<file path="src/rtl/particle_cell_list_binner_unit_macros.svh">
// Assertion macros shared by the cell list binner RTL.
`ifndef PARTICLE_CELL_LIST_BINNER_UNIT_MACROS_SVH
`define PARTICLE_CELL_LIST_BINNER_UNIT_MACROS_SVH

// Same-cycle implication, sampled on clk, off during rst.
`define PCLB_ASSERT_NOW(lbl, ante, cons) \
  lbl: assert property (@(posedge clk) disable iff (rst) (ante) |-> (cons)) \
    else $error("pclb assertion failed");

// Next-cycle implication, sampled on clk, off during rst.
`define PCLB_ASSERT_NEXT(lbl, ante, cons) \
  lbl: assert property (@(posedge clk) disable iff (rst) (ante) |=> (cons)) \
    else $error("pclb assertion failed");

`endif

</file>
<file path="src/rtl/pclb_pkg.sv">
// Shared types and constants of the cell list binner.
`default_nettype none
package pclb_pkg;

  localparam int unsigned POS_W       = 24;
  localparam int unsigned CELL_SIZE_W = 23;
  localparam int unsigned DIM_REG_W   = 7;
  localparam int unsigned PID_W       = 12;
  localparam int unsigned LINK_W      = 13;
  localparam int unsigned CFG_IDX_W   = 2;

  localparam logic [LINK_W-1:0] LINK_NONE = 13'd4096;

  localparam logic [CFG_IDX_W-1:0] CFG_CELL_SIZE = 2'd0;
  localparam logic [CFG_IDX_W-1:0] CFG_GRID_COLS = 2'd1;
  localparam logic [CFG_IDX_W-1:0] CFG_GRID_ROWS = 2'd2;

  localparam logic [CELL_SIZE_W-1:0] CELL_SIZE_RST = 23'd4096;
  localparam logic [DIM_REG_W-1:0]   GRID_DIM_RST  = 7'd64;

  typedef struct packed {
    logic                    first_of_frame;
    logic [PID_W-1:0]        particle_id;
    logic signed [POS_W-1:0] pos_x;
    logic signed [POS_W-1:0] pos_y;
  } req_t;

  typedef struct packed {
    logic [5:0]        cell_col;
    logic [5:0]        cell_row;
    logic [11:0]       cell_slot;
    logic [LINK_W-1:0] link_to;
  } rsp_t;

  typedef struct packed {
    logic busy;
    logic neg;
    logic ovf;
  } div_stat_t;

endpackage
`default_nettype wire

</file>
<file path="src/rtl/pclb_coord_div.sv">
// Bit-serial restoring divider that bins one coordinate and clamps it.
`default_nettype none
module pclb_coord_div #(
  parameter int unsigned QUOT_W = 6
) (
  input  logic                                 clk,
  input  logic                                 rst,
  input  logic                                 start,
  input  logic [pclb_pkg::POS_W-1:0]           raw,
  input  logic [pclb_pkg::CELL_SIZE_W-1:0]     divisor,
  input  logic [QUOT_W-1:0]                    hi,
  output pclb_pkg::div_stat_t                  stat,
  output logic [QUOT_W-1:0]                    q
);

  localparam int unsigned MAG_W = pclb_pkg::CELL_SIZE_W;
  localparam int unsigned RW    = MAG_W + QUOT_W;
  localparam int unsigned SW    = (QUOT_W > 1) ? $clog2(QUOT_W) : 1;

  logic              run;
  logic              neg;
  logic              ovf;
  logic [MAG_W-1:0]  rem;
  logic [MAG_W-1:0]  dvs;
  logic [QUOT_W-1:0] q_acc;
  logic [SW-1:0]     step;
  logic [RW-1:0]     trial;
  logic [RW-1:0]     over_lim;
  logic              take;

  assign over_lim = RW'(divisor) << QUOT_W;
  assign trial    = RW'(dvs) << step;
  assign take     = RW'(rem) >= trial;

  always_ff @(posedge clk) begin
    if (rst) begin
      run <= 1'b0;
    end else if (start) begin
      run <= 1'b1;
    end else if (run && step == '0) begin
      run <= 1'b0;
    end
  end

  always_ff @(posedge clk) begin
    if (start) begin
      step  <= SW'(QUOT_W - 1);
      rem   <= raw[MAG_W-1:0];
      neg   <= raw[pclb_pkg::POS_W-1];
      dvs   <= divisor;
      ovf   <= RW'(raw[MAG_W-1:0]) >= over_lim;
      q_acc <= '0;
    end else if (run) begin
      if (take) begin
        rem <= rem - trial[MAG_W-1:0];
      end
      q_acc <= {q_acc[QUOT_W-2:0], take};
      step  <= step - 1'b1;
    end
  end

  // Clamp: negative or zero quotient goes to 1, anything past hi goes to hi.
  always_comb begin
    if (neg || q_acc == '0) begin
      q = QUOT_W'(1);
    end else if (ovf || q_acc > hi) begin
      q = hi;
    end else begin
      q = q_acc;
    end
  end

  assign stat.busy = run;
  assign stat.neg  = neg;
  assign stat.ovf  = ovf;

endmodule
`default_nettype wire

</file>
<file path="config.mk">
export PLATFORM = sky130hd
export DESIGN_NAME = pclb_coord_div
export DESIGN_NICKNAME = d
export VERILOG_FILES = /design/src/rtl/particle_cell_list_binner_unit_macros.svh /design/src/rtl/pclb_pkg.sv /design/src/rtl/pclb_coord_div.sv
export SDC_FILE = /design/constraint.sdc
export NUM_CORES = 1
export LEC_CHECK = 0
export BUFFER_PORTS_ARGS = -buffer_cell sky130_fd_sc_hd__buf_4
export CAP_MARGIN = 20
export CORE_ASPECT_RATIO = 1.2
export CORE_MARGIN = 1
export CORE_UTILIZATION = 50
export DETAILED_ROUTE_END_ITERATION = 8
export PLACE_DENSITY_LB_ADDON = 0.15
export SYNTH_ARGS = -nofsm -noshare
export SYNTH_HDL_FRONTEND = slang
export SYNTH_SLANG_ARGS = --single-unit
</file>
<file path="constraint.sdc">
create_clock -name clk -period 3.65 [get_ports clk]
set_input_delay 0.1825 -clock clk [delete_from_list [all_inputs] [get_ports clk]]
set_output_delay 0.1825 -clock clk [all_outputs]
set_load 0.02 [all_outputs]
</file>
### After elaboration in Yosys (flattened, before gate mapping)

Cells that the tools add are included.

* $add $sub $neg: 2
* $mul: 0
* divide/modulo/power cells: 0
* order comparisons: 3
* equal/unequal tests: 0
* shifts and indexed selects: 1
* muxes and demuxes: 7
* bitwise operators: 0
* reduce and logical (&&, ||, !) cells: 9

Operators with widths (count)
* $mux 23: 3
* $ge 23x29->1: 2
* $shl 23x3->29: 1
* $sub 23x23->23: 1
* $mux 6: 2
* $gt 6x6->1: 1
* $logic_not 6->1: 1
* $reduce_bool 2->1: 3
* $logic_not 3->1: 1
* $sub 3x1->3 const B: 1
* $logic_or 1x1->1: 2
* $mux 1: 2
* $reduce_and 2->1: 1
* $logic_and 1x1->1: 1

* flip-flop bits (word level): 58
* bits in latches: 0
* memory bits (writable): 0
* bits in read-only memories: 0
* output and inout bits: 9
* logic and storage cells: 29
* memories: 0

### Logic depth before layout (Yosys ltp)

Gate-level depths: netlist of run 1.

* depth in word-level cells: 5
* mapped depth: 15
* gate-level depth less buffers: 13

### Worst setup path before layout of run 1

Ideal clock, no wire load.

* path kind: reg-to-reg
* from: register step[1]
* to: register rem[0] (enable)
* library setup time: 0.419 ns
* arrival: 3.591 ns
* path slack: -0.360 ns
* stages on the path, launching flop included: 13
* period minus slack after synthesis: 4.010 ns
* path through: dfxtp_1 -> clkbuf_1 -> buf_1 -> clkbuf_1 -> mux4_2 -> mux2i_1 -> ha_1 -> a41oi_1 -> o21ai_2 -> o2111ai_1 -> a211oi_1 -> o41ai_1 -> nand2_1

* word-level cells in the longest chain between the ends: 4

Ends and longest elaborated chain
* start, declared: line pclb_coord_div.sv:26 `logic [SW-1:0] step;`
* start signal, assigned: line pclb_coord_div.sv:47 `step <= SW'(QUOT_W - 1);`
* start signal, assigned: line pclb_coord_div.sv:58 `step <= step - 1'b1;`
* $shl 23x3->29: line pclb_coord_div.sv:32 `assign trial = RW'(dvs) << step;`
* $ge 23x29->1: line pclb_coord_div.sv:33 `assign take = RW'(rem) >= trial;`
* $reduce_bool 2->1 (no line)
* $reduce_and 2->1 (no line)
* end signal, assigned: line pclb_coord_div.sv:48 `rem <= raw[MAG_W-1:0];`
* end signal, assigned: line pclb_coord_div.sv:55 `rem <= rem - trial[MAG_W-1:0];`
* end, declared: line pclb_coord_div.sv:23 `logic [MAG_W-1:0] rem;`

Every way passes these cells.
A chain may end at the register's enable or synchronous reset.

### Worst setup path in the final report of run 1

* from: register step[2]
* to: register rem[17] (enable)

The elaborated chain is that of the path after synthesis.

==> results.sh, run 1 <==
export IMPL_status="finished, final reports clean"
export IMPL_crit_fanout=23
export IMPL_synth_async_reset_ratio_pct=0
export IMPL_initial_utilization_pct=52.0
export IMPL_vdd_ir_drop_worst_v=0.000281
export IMPL_num_rows=38
export IMPL_synth_top_area_share_pct=30.4
export IMPL_wirelength_mm=12.5
export IMPL_instances_no_fill=703
export IMPL_drc=0
export IMPL_finalClockSkew_ns=0.00767
export IMPL_critPathCaptureType="flop"
export IMPL_grt_max_degree=47
export IMPL_synth_top_area_cell="edfxtp_1"
export IMPL_viasPerCell=5.88
export IMPL_cts_tree="done"
export IMPL_critical_path_startpoint="step[2]$_SDFFE_PP1P_"
export IMPL_cp_slowest_cell="dfxtp_1"
export IMPL_post_place_ws_ns=0.0564
export IMPL_gp_congestion=0.929
export IMPL_setup_slack_ns=0.173
export IMPL_grt_ovfl_total=0
export IMPL_clkTransAtPathRegs_ns=0.08
export IMPL_maxCapViolCount=0
export IMPL_antenna_found_initial=0
export IMPL_crit_top_cell="buf_4"
export IMPL_start_kind="flop"
export IMPL_crit_end="rem[17]$_DFFE_PP_"
export IMPL_post_drt_wl_per_cell_um=17.8
export IMPL_dieArea_um2=9880
export IMPL_leakagePower_nw=2.56
export IMPL_drt_first_pass_iters=4
export IMPL_grt_pass1_wl_mm=19.7
export IMPL_fmax_mhz=288
export IMPL_io_buffer_count=64
export IMPL_clock_root_buffer="clkbuf_8"
export IMPL_grt_pass1_vias=4039
export IMPL_yosys_most_used_dff="edfxtp_1"
export IMPL_syn_to_final_growth_pct=23.6
export IMPL_die_w_um=90.9
export IMPL_synth_cell_types=56
export IMPL_power_density_nw_per_um2=491
export IMPL_min_period_over_period_pct=95.3
export IMPL_synth_edf_count=48
export IMPL_drt_iter0_markers=243
export IMPL_grt_use_total_pct=26.6
export IMPL_path_cells="buf_4, nand2b_1, ha_1, nand3_1, o21bai_1, a21oi_2, o2111ai_1, a211oi_1, o41ai_2, buf_4, nand2_2, buf_12"
export IMPL_hold_violations=0
export IMPL_die_h_um=109
export IMPL_worst_ep_arrival_time_ns=3.53
export IMPL_timing_rr_start="step[2]$_SDFFE_PP1P_"
export IMPL_seq_area_frac_synth_pct=34.6
export IMPL_drive_gt1_share_pct=23.5
export IMPL_clock_sink_count=58
export IMPL_clk_latency_ns=0.35
export IMPL_crit_path_max_incr_delay_ns=0.85
export IMPL_dp_cells=675
export IMPL_core_um2=9130
export IMPL_htreeDepth=3
export IMPL_syn_area_per_cell_um2=9.64
export IMPL_slew_violations=0
export IMPL_fillers=775
export IMPL_final_antenna_net_count=0
export IMPL_ios=65
export IMPL_ys_warn_count=0
export IMPL_num_antenna_cells=0
export IMPL_cp_required_ns=3.70
export IMPL_via_count=4133
export IMPL_criticalPathCategory="flop to flop"
export IMPL_dp_hpwl_mm=9.97
export IMPL_setup_viol_count_final=0
export IMPL_fin_crit_ns=3.48
export IMPL_cts_made_buffers=9
export IMPL_rr_worst_depth=12
export IMPL_synthTopCellsByArea="edfxtp_1, ha_1, mux2i_1, mux4_2, a21oi_1"
export IMPL_ff2ff_setup_slack_ns=0.17
export IMPL_ys_ff_latch=58
export IMPL_synthesis_nets=597
export IMPL_hold_path_class="input pin to flop"
export IMPL_fin_setup_tns_ns=0
export IMPL_timing_rr_end="rem[17]$_DFFE_PP_"
export IMPL_clk_path_buf_depth=2
export IMPL_slew_headroom_pct=45.4
export IMPL_syn_inst=492
export IMPL_synth_area_um2=4740
export IMPL_nets=683
export IMPL_worst_pin_slew_ns=0.818
==> sequential cells by signal, summed over array words and instances, names as in the netlist <==
register	flops
dvs	23
neg	1
ovf	1
q_acc	6
rem	23
run	1
step	3
==> routing by layer <==
metal / up-vias / GRT usage, % / share of wire (%)
met5: - / 0 / 0
met4: 0 / 10.1 / 1.9
met3: 18 / 3.70 / 3.8
met2: 119 / 47.3 / 50
met1: 1987 / 32.8 / 44
li1: 2009 / - / -
==> where the power goes <==
group	switching, W	total, W	leakage [nW]	internal [W]
registers	0.0000611	0.000893	0.553	0.000832
logic	0.000702	0.00131	1.90	0.000606
clock network	0.000286	0.000676	0.110	0.000389
total	0.00105	0.00288	2.56	0.00183
==> kinds of logic after synthesis <==
family | Yosys count | share of synthesized area (%)
adders and majority gates | 49 | 13.1
and+or+nand+nor | 122 | 12.1
AOI/OAI and AO/OA | 133 | 18.3
xor gates and xnor gates | 20 | 3.69
DFF | 58 | 34.6
buffers and inverters | 61 | 5.09
muxes | 49 | 13.1
==> layout make-up <==
cell class | instances | area (um2) | share of cell area (%)
Multi-Input combinational cell | 373 | 2890 | 49.2
Sequential cell | 58 | 1640 | 28.0
Timing Repair Buffer | 99 | 815 | 13.9
Tap cell | 120 | 150 | 2.56
Inverter | 37 | 143 | 2.43
Clock buffer | 9 | 124 | 2.11
Clock inverter | 7 | 103 | 1.75
==> critical path: cells and delay by family (launching register included) <==
family / cells / cell delay, ns
compound gates: 5 / 1.09
flops: 1 / 0.85
buf+inv: 3 / 0.63
simple gates: 3 / 0.35
fa+ha+maj: 1 / 0.23
==> layout by cell type (no fill, tap or decap), types with 3 or more instances in the layout <==
cell type and n:
inv_1 35, nand3_1 6, and3_1 3, nand2_1 37
edfxtp_1 48, a211oi_1 9, a21o_1 9, clkbuf_8 9
nor2b_1 8, nand4_1 7, nor4_1 4, o21a_1 6
or3_1 4, nand2b_1 5, a21oi_1 39, xor2_1 5
buf_4 85, xnor2_1 15, dlygate4sd3_1 10, clkinv_4 3
mux2i_1 33, mux2_2 6, ha_1 48, nor2_1 34
dfxtp_1 9, nor3_1 8, o21ai_0 36, mux4_2 10
==> worst min-delay path by stage <==
stage	start	endpoint	slack, ns	depth (start not counted)
CTS	divisor[20]	dvs[20]$_DFFE_PP_	0.0004	1
global route	divisor[14]	dvs[14]$_DFFE_PP_	0.004	1
global placement	rst	run$_SDFFE_PP0P_	0.34	2
finish	divisor[14]	dvs[14]$_DFFE_PP_	0.02	1
detailed placement	rst	run$_SDFFE_PP0P_	0.35	2
floorplan	rst	run$_SDFFE_PP0P_	0.25	1
==> synthesized netlist by cell type (all sizes together) (3+ instances only) <==
| master | n |
|---|---|
| and3 | 3 |
| ha | 48 |
| nand2b | 5 |
| inv | 36 |
| a21o | 11 |
| xnor2 | 15 |
| nor2b | 8 |
| buf | 9 |
| nor3 | 8 |
| clkbuf | 15 |
| xor2 | 5 |
| or3 | 4 |
| nor2 | 34 |
| o31ai | 3 |
| nand2 | 38 |
| mux2i | 33 |
| nor4 | 4 |
| o21a | 6 |
| mux4 | 10 |
| mux2 | 6 |
| nand4 | 7 |
| nand3 | 6 |
| o21bai | 4 |
| o21ai | 38 |
| a211oi | 10 |
| edfxtp | 48 |
| a21oi | 40 |
| dfxtp | 10 |
==> metrics by stage <==
stage | hold WS [ns] | utilization, % | area (um2) | power [W]
3_5_place_dp | 0.347 | 59.9 | 5470 | 0.00216
3_3_place_gp | 0.341 | 59.9 | 5470 | 0.00216
4_1_cts | 0.000441 | 63.3 | 5780 | 0.00285
5_1_grt | 0.00430 | 64.2 | 5860 | 0.00305
2_1_floorplan | 0.252 | - | 4750 | 0.00179
6_report | 0.0163 | 64.2 | 5860 | 0.00288
==> what timing repair did <==
item                                   CTS  global route
setup endpoints to repair                0            27
hold buffers                             8             2
setup buffers                            0             1
endpoints found under the hold margin    8             2
gates resized for setup                  0             8
No activity file was read; power rests on OpenSTA's default activity.
==> run 2: changes to the inputs <==
--- a/config.mk
+++ b/config.mk
@@ -5,12 +5,12 @@
 export SDC_FILE = /design/constraint.sdc
 export NUM_CORES = 1
 export LEC_CHECK = 0
-export BUFFER_PORTS_ARGS = -buffer_cell sky130_fd_sc_hd__buf_4
 export CAP_MARGIN = 20
 export CORE_ASPECT_RATIO = 1.2
 export CORE_MARGIN = 1
 export CORE_UTILIZATION = 50
 export DETAILED_ROUTE_END_ITERATION = 8
+export DONT_BUFFER_PORTS = 1
 export PLACE_DENSITY_LB_ADDON = 0.15
 export SYNTH_ARGS = -nofsm -noshare
 export SYNTH_HDL_FRONTEND = slang
==> results.sh, run 2 (synthesis results as in run 1) <==
export IMPL_fillers=828
export IMPL_syn_to_final_growth_pct=14.8
export IMPL_finalClockSkew_ns=0.00570
export IMPL_core_um2=9130
export IMPL_initial_utilization_pct=52.0
export IMPL_via_count=3829
export IMPL_criticalPathCategory="flop to flop"
export IMPL_cp_slowest_cell="mux4_2"
export IMPL_p_int_w=0.00165
export IMPL_status="finished, final reports clean"
export IMPL_final_antenna_net_count=0
export IMPL_swShare_pct=37.2
export IMPL_leakagePower_nw=2.28
export IMPL_final_cell_mix="ha_1, edfxtp_1, a21oi_1"
export IMPL_drive_gt1_share_pct=12.9
export IMPL_drt_first_pass_iters=5
export IMPL_worst_ep_arrival_time_ns=3.54
export IMPL_clk_path_buf_depth=2
export IMPL_largest_registers="dvs x23, rem x23, q_acc x6"
export IMPL_antenna_found_initial=0
export IMPL_grt_use_total_pct=24.7
export IMPL_wl_met2_mm=5.64
export IMPL_hold_path_class="input pin to flop"
export IMPL_grt_ovfl_total=0
export IMPL_seq_area_um2=1640
export IMPL_cts_made_buffers=9
export IMPL_num_rows=38
export IMPL_wirelength_mm=11.7
export IMPL_pwr_share_seq_pct=33.6
export IMPL_die_w_um=90.9
export IMPL_met1Wirelength_mm=5.09
export IMPL_clkTransAtPathRegs_ns=0.06
export IMPL_dieArea_um2=9880
export IMPL_ios=65
export IMPL_p_switching_w=0.000977
export IMPL_nets=636
export IMPL_multi_input_area_um2=2870
export IMPL_grt_max_degree=43
export IMPL_grt_pass1_wl_mm=18.4
export IMPL_fin_crit_ns=3.45
export IMPL_viasPerCell=5.84
export IMPL_fin_setup_tns_ns=0
export IMPL_vdd_ir_drop_worst_v=0.000281
export IMPL_io_buffer_count=0
export IMPL_die_h_um=109
export IMPL_num_antenna_cells=0
export IMPL_hold_violations=0
export IMPL_cp_required_ns=3.73
export IMPL_comb_power_share_pct=47.6
export IMPL_dp_hpwl_mm=9.05
export IMPL_slew_headroom_pct=50.7
export IMPL_path_cells="buf_12, mux4_2, mux2i_1, ha_1, a41oi_1, o21ai_2, a2111oi_4, o31ai_2, a311oi_2, xor2_1, o21ai_1"
export IMPL_clk_latency_ns=0.34
export IMPL_cts_tree="done"
export IMPL_fmax_mhz=290
export IMPL_placed_cell_area_um2=4990
export IMPL_clock_root_buffer="clkbuf_8"
export IMPL_power_density_nw_per_um2=482
export IMPL_crit_fanout=27
export IMPL_worst_pin_slew_ns=0.739
export IMPL_drt_iter0_markers=179
export IMPL_dr_max_layer_used="met4"
export IMPL_rsz0062_at_grt="no"
export IMPL_crit_path_max_incr_delay_ns=0.56
export IMPL_gp_congestion=0.906
export IMPL_met3_length_um=637
export IMPL_critPathCaptureType="flop"
export IMPL_start_kind="flop"
export IMPL_maxCapViolCount=0
export IMPL_grt_pass1_vias=3776
export IMPL_drc=0
export IMPL_post_drt_wl_per_cell_um=17.8
export IMPL_htreeDepth=3
export IMPL_design_area_um2=5440
export IMPL_clock_sink_count=58
export IMPL_clockPowerShare_pct=18.8
export IMPL_min_period_over_period_pct=94.6
export IMPL_setup_viol_count_final=0
export IMPL_slew_violations=0
[run 2: layer usage]
layer  vias up  global-route usage [%]
met5         -                       0
met4         0                    11.6
met3        20                    3.35
met2       122                    42.8
met1      1772                    30.6
li1       1915                       -
[run 2: cell type report]
class	instances	share of cell area, %
clock buffer	13	2.55
clock inverter	3	0.322
tap	120	2.76
timing repair buffer	52	8.78
multi-input combinational	373	52.8
inverter	37	2.62
sequential	58	30.2
[run 2: path summary, 6_finish.rpt]
check	from	to	slack [ns]	cells after the start
max	step[0]$_SDFFE_PP1P_	rem[20]$_DFFE_PP_	0.20	11
min	raw[22]	rem[22]$_DFFE_PP_	0.04	2
max reg2reg	step[0]$_SDFFE_PP1P_	rem[20]$_DFFE_PP_	0.20	11
min reg2reg	q_acc[0]$_SDFFE_PP0P_	q_acc[0]$_SDFFE_PP0P_	0.52	2
[run 2: critical path, delay by kind of cell, from the launching register on]
kind,cells,cell delay (ns)
flip-flops,1,0.36
AO/OA/AOI/OAI,6,1.40
adder cells (fa/ha/maj),1,0.30
XOR/XNOR,1,0.16
multiplexers,2,0.76
buffers and inverters,1,0.20
[run 2: power by group through the flow]
stage	Combinational [W]	Sequential (W)	Clock, W
floorplan	0.000919	0.000870	0
global placement	0.00119	0.000897	0
detailed placement	0.00120	0.000896	0
CTS	0.00124	0.000883	0.000506
global route	0.00138	0.000893	0.000534
finish	0.00125	0.000883	0.000494
[run 2: stage by stage]
stage	total power [W]	worst slack [ns]	hold slack (ns)	util [%]	instances
3_5_place_dp	0.00209	0.0314	0.254	54.7	613
5_1_grt	0.00281	0.0218	0.0226	59.6	656
4_1_cts	0.00263	0.0125	0.0236	59.4	655
3_3_place_gp	0.00209	0.0728	0.252	54.7	613
6_report	0.00263	0.196	0.0357	59.6	656
2_1_floorplan	0.00179	0.0274	0.252	-	492
[run 2: what timing repair did]
| item | in CTS | in global routing |
|---|---|---|
| resized for setup | 0 | 5 |
| hold buffers | 26 | 0 |
| setup endpoints to repair | 0 | 27 |
| hold endpoints to repair | 57 | 0 |
| buffers inserted | 0 | 1 |
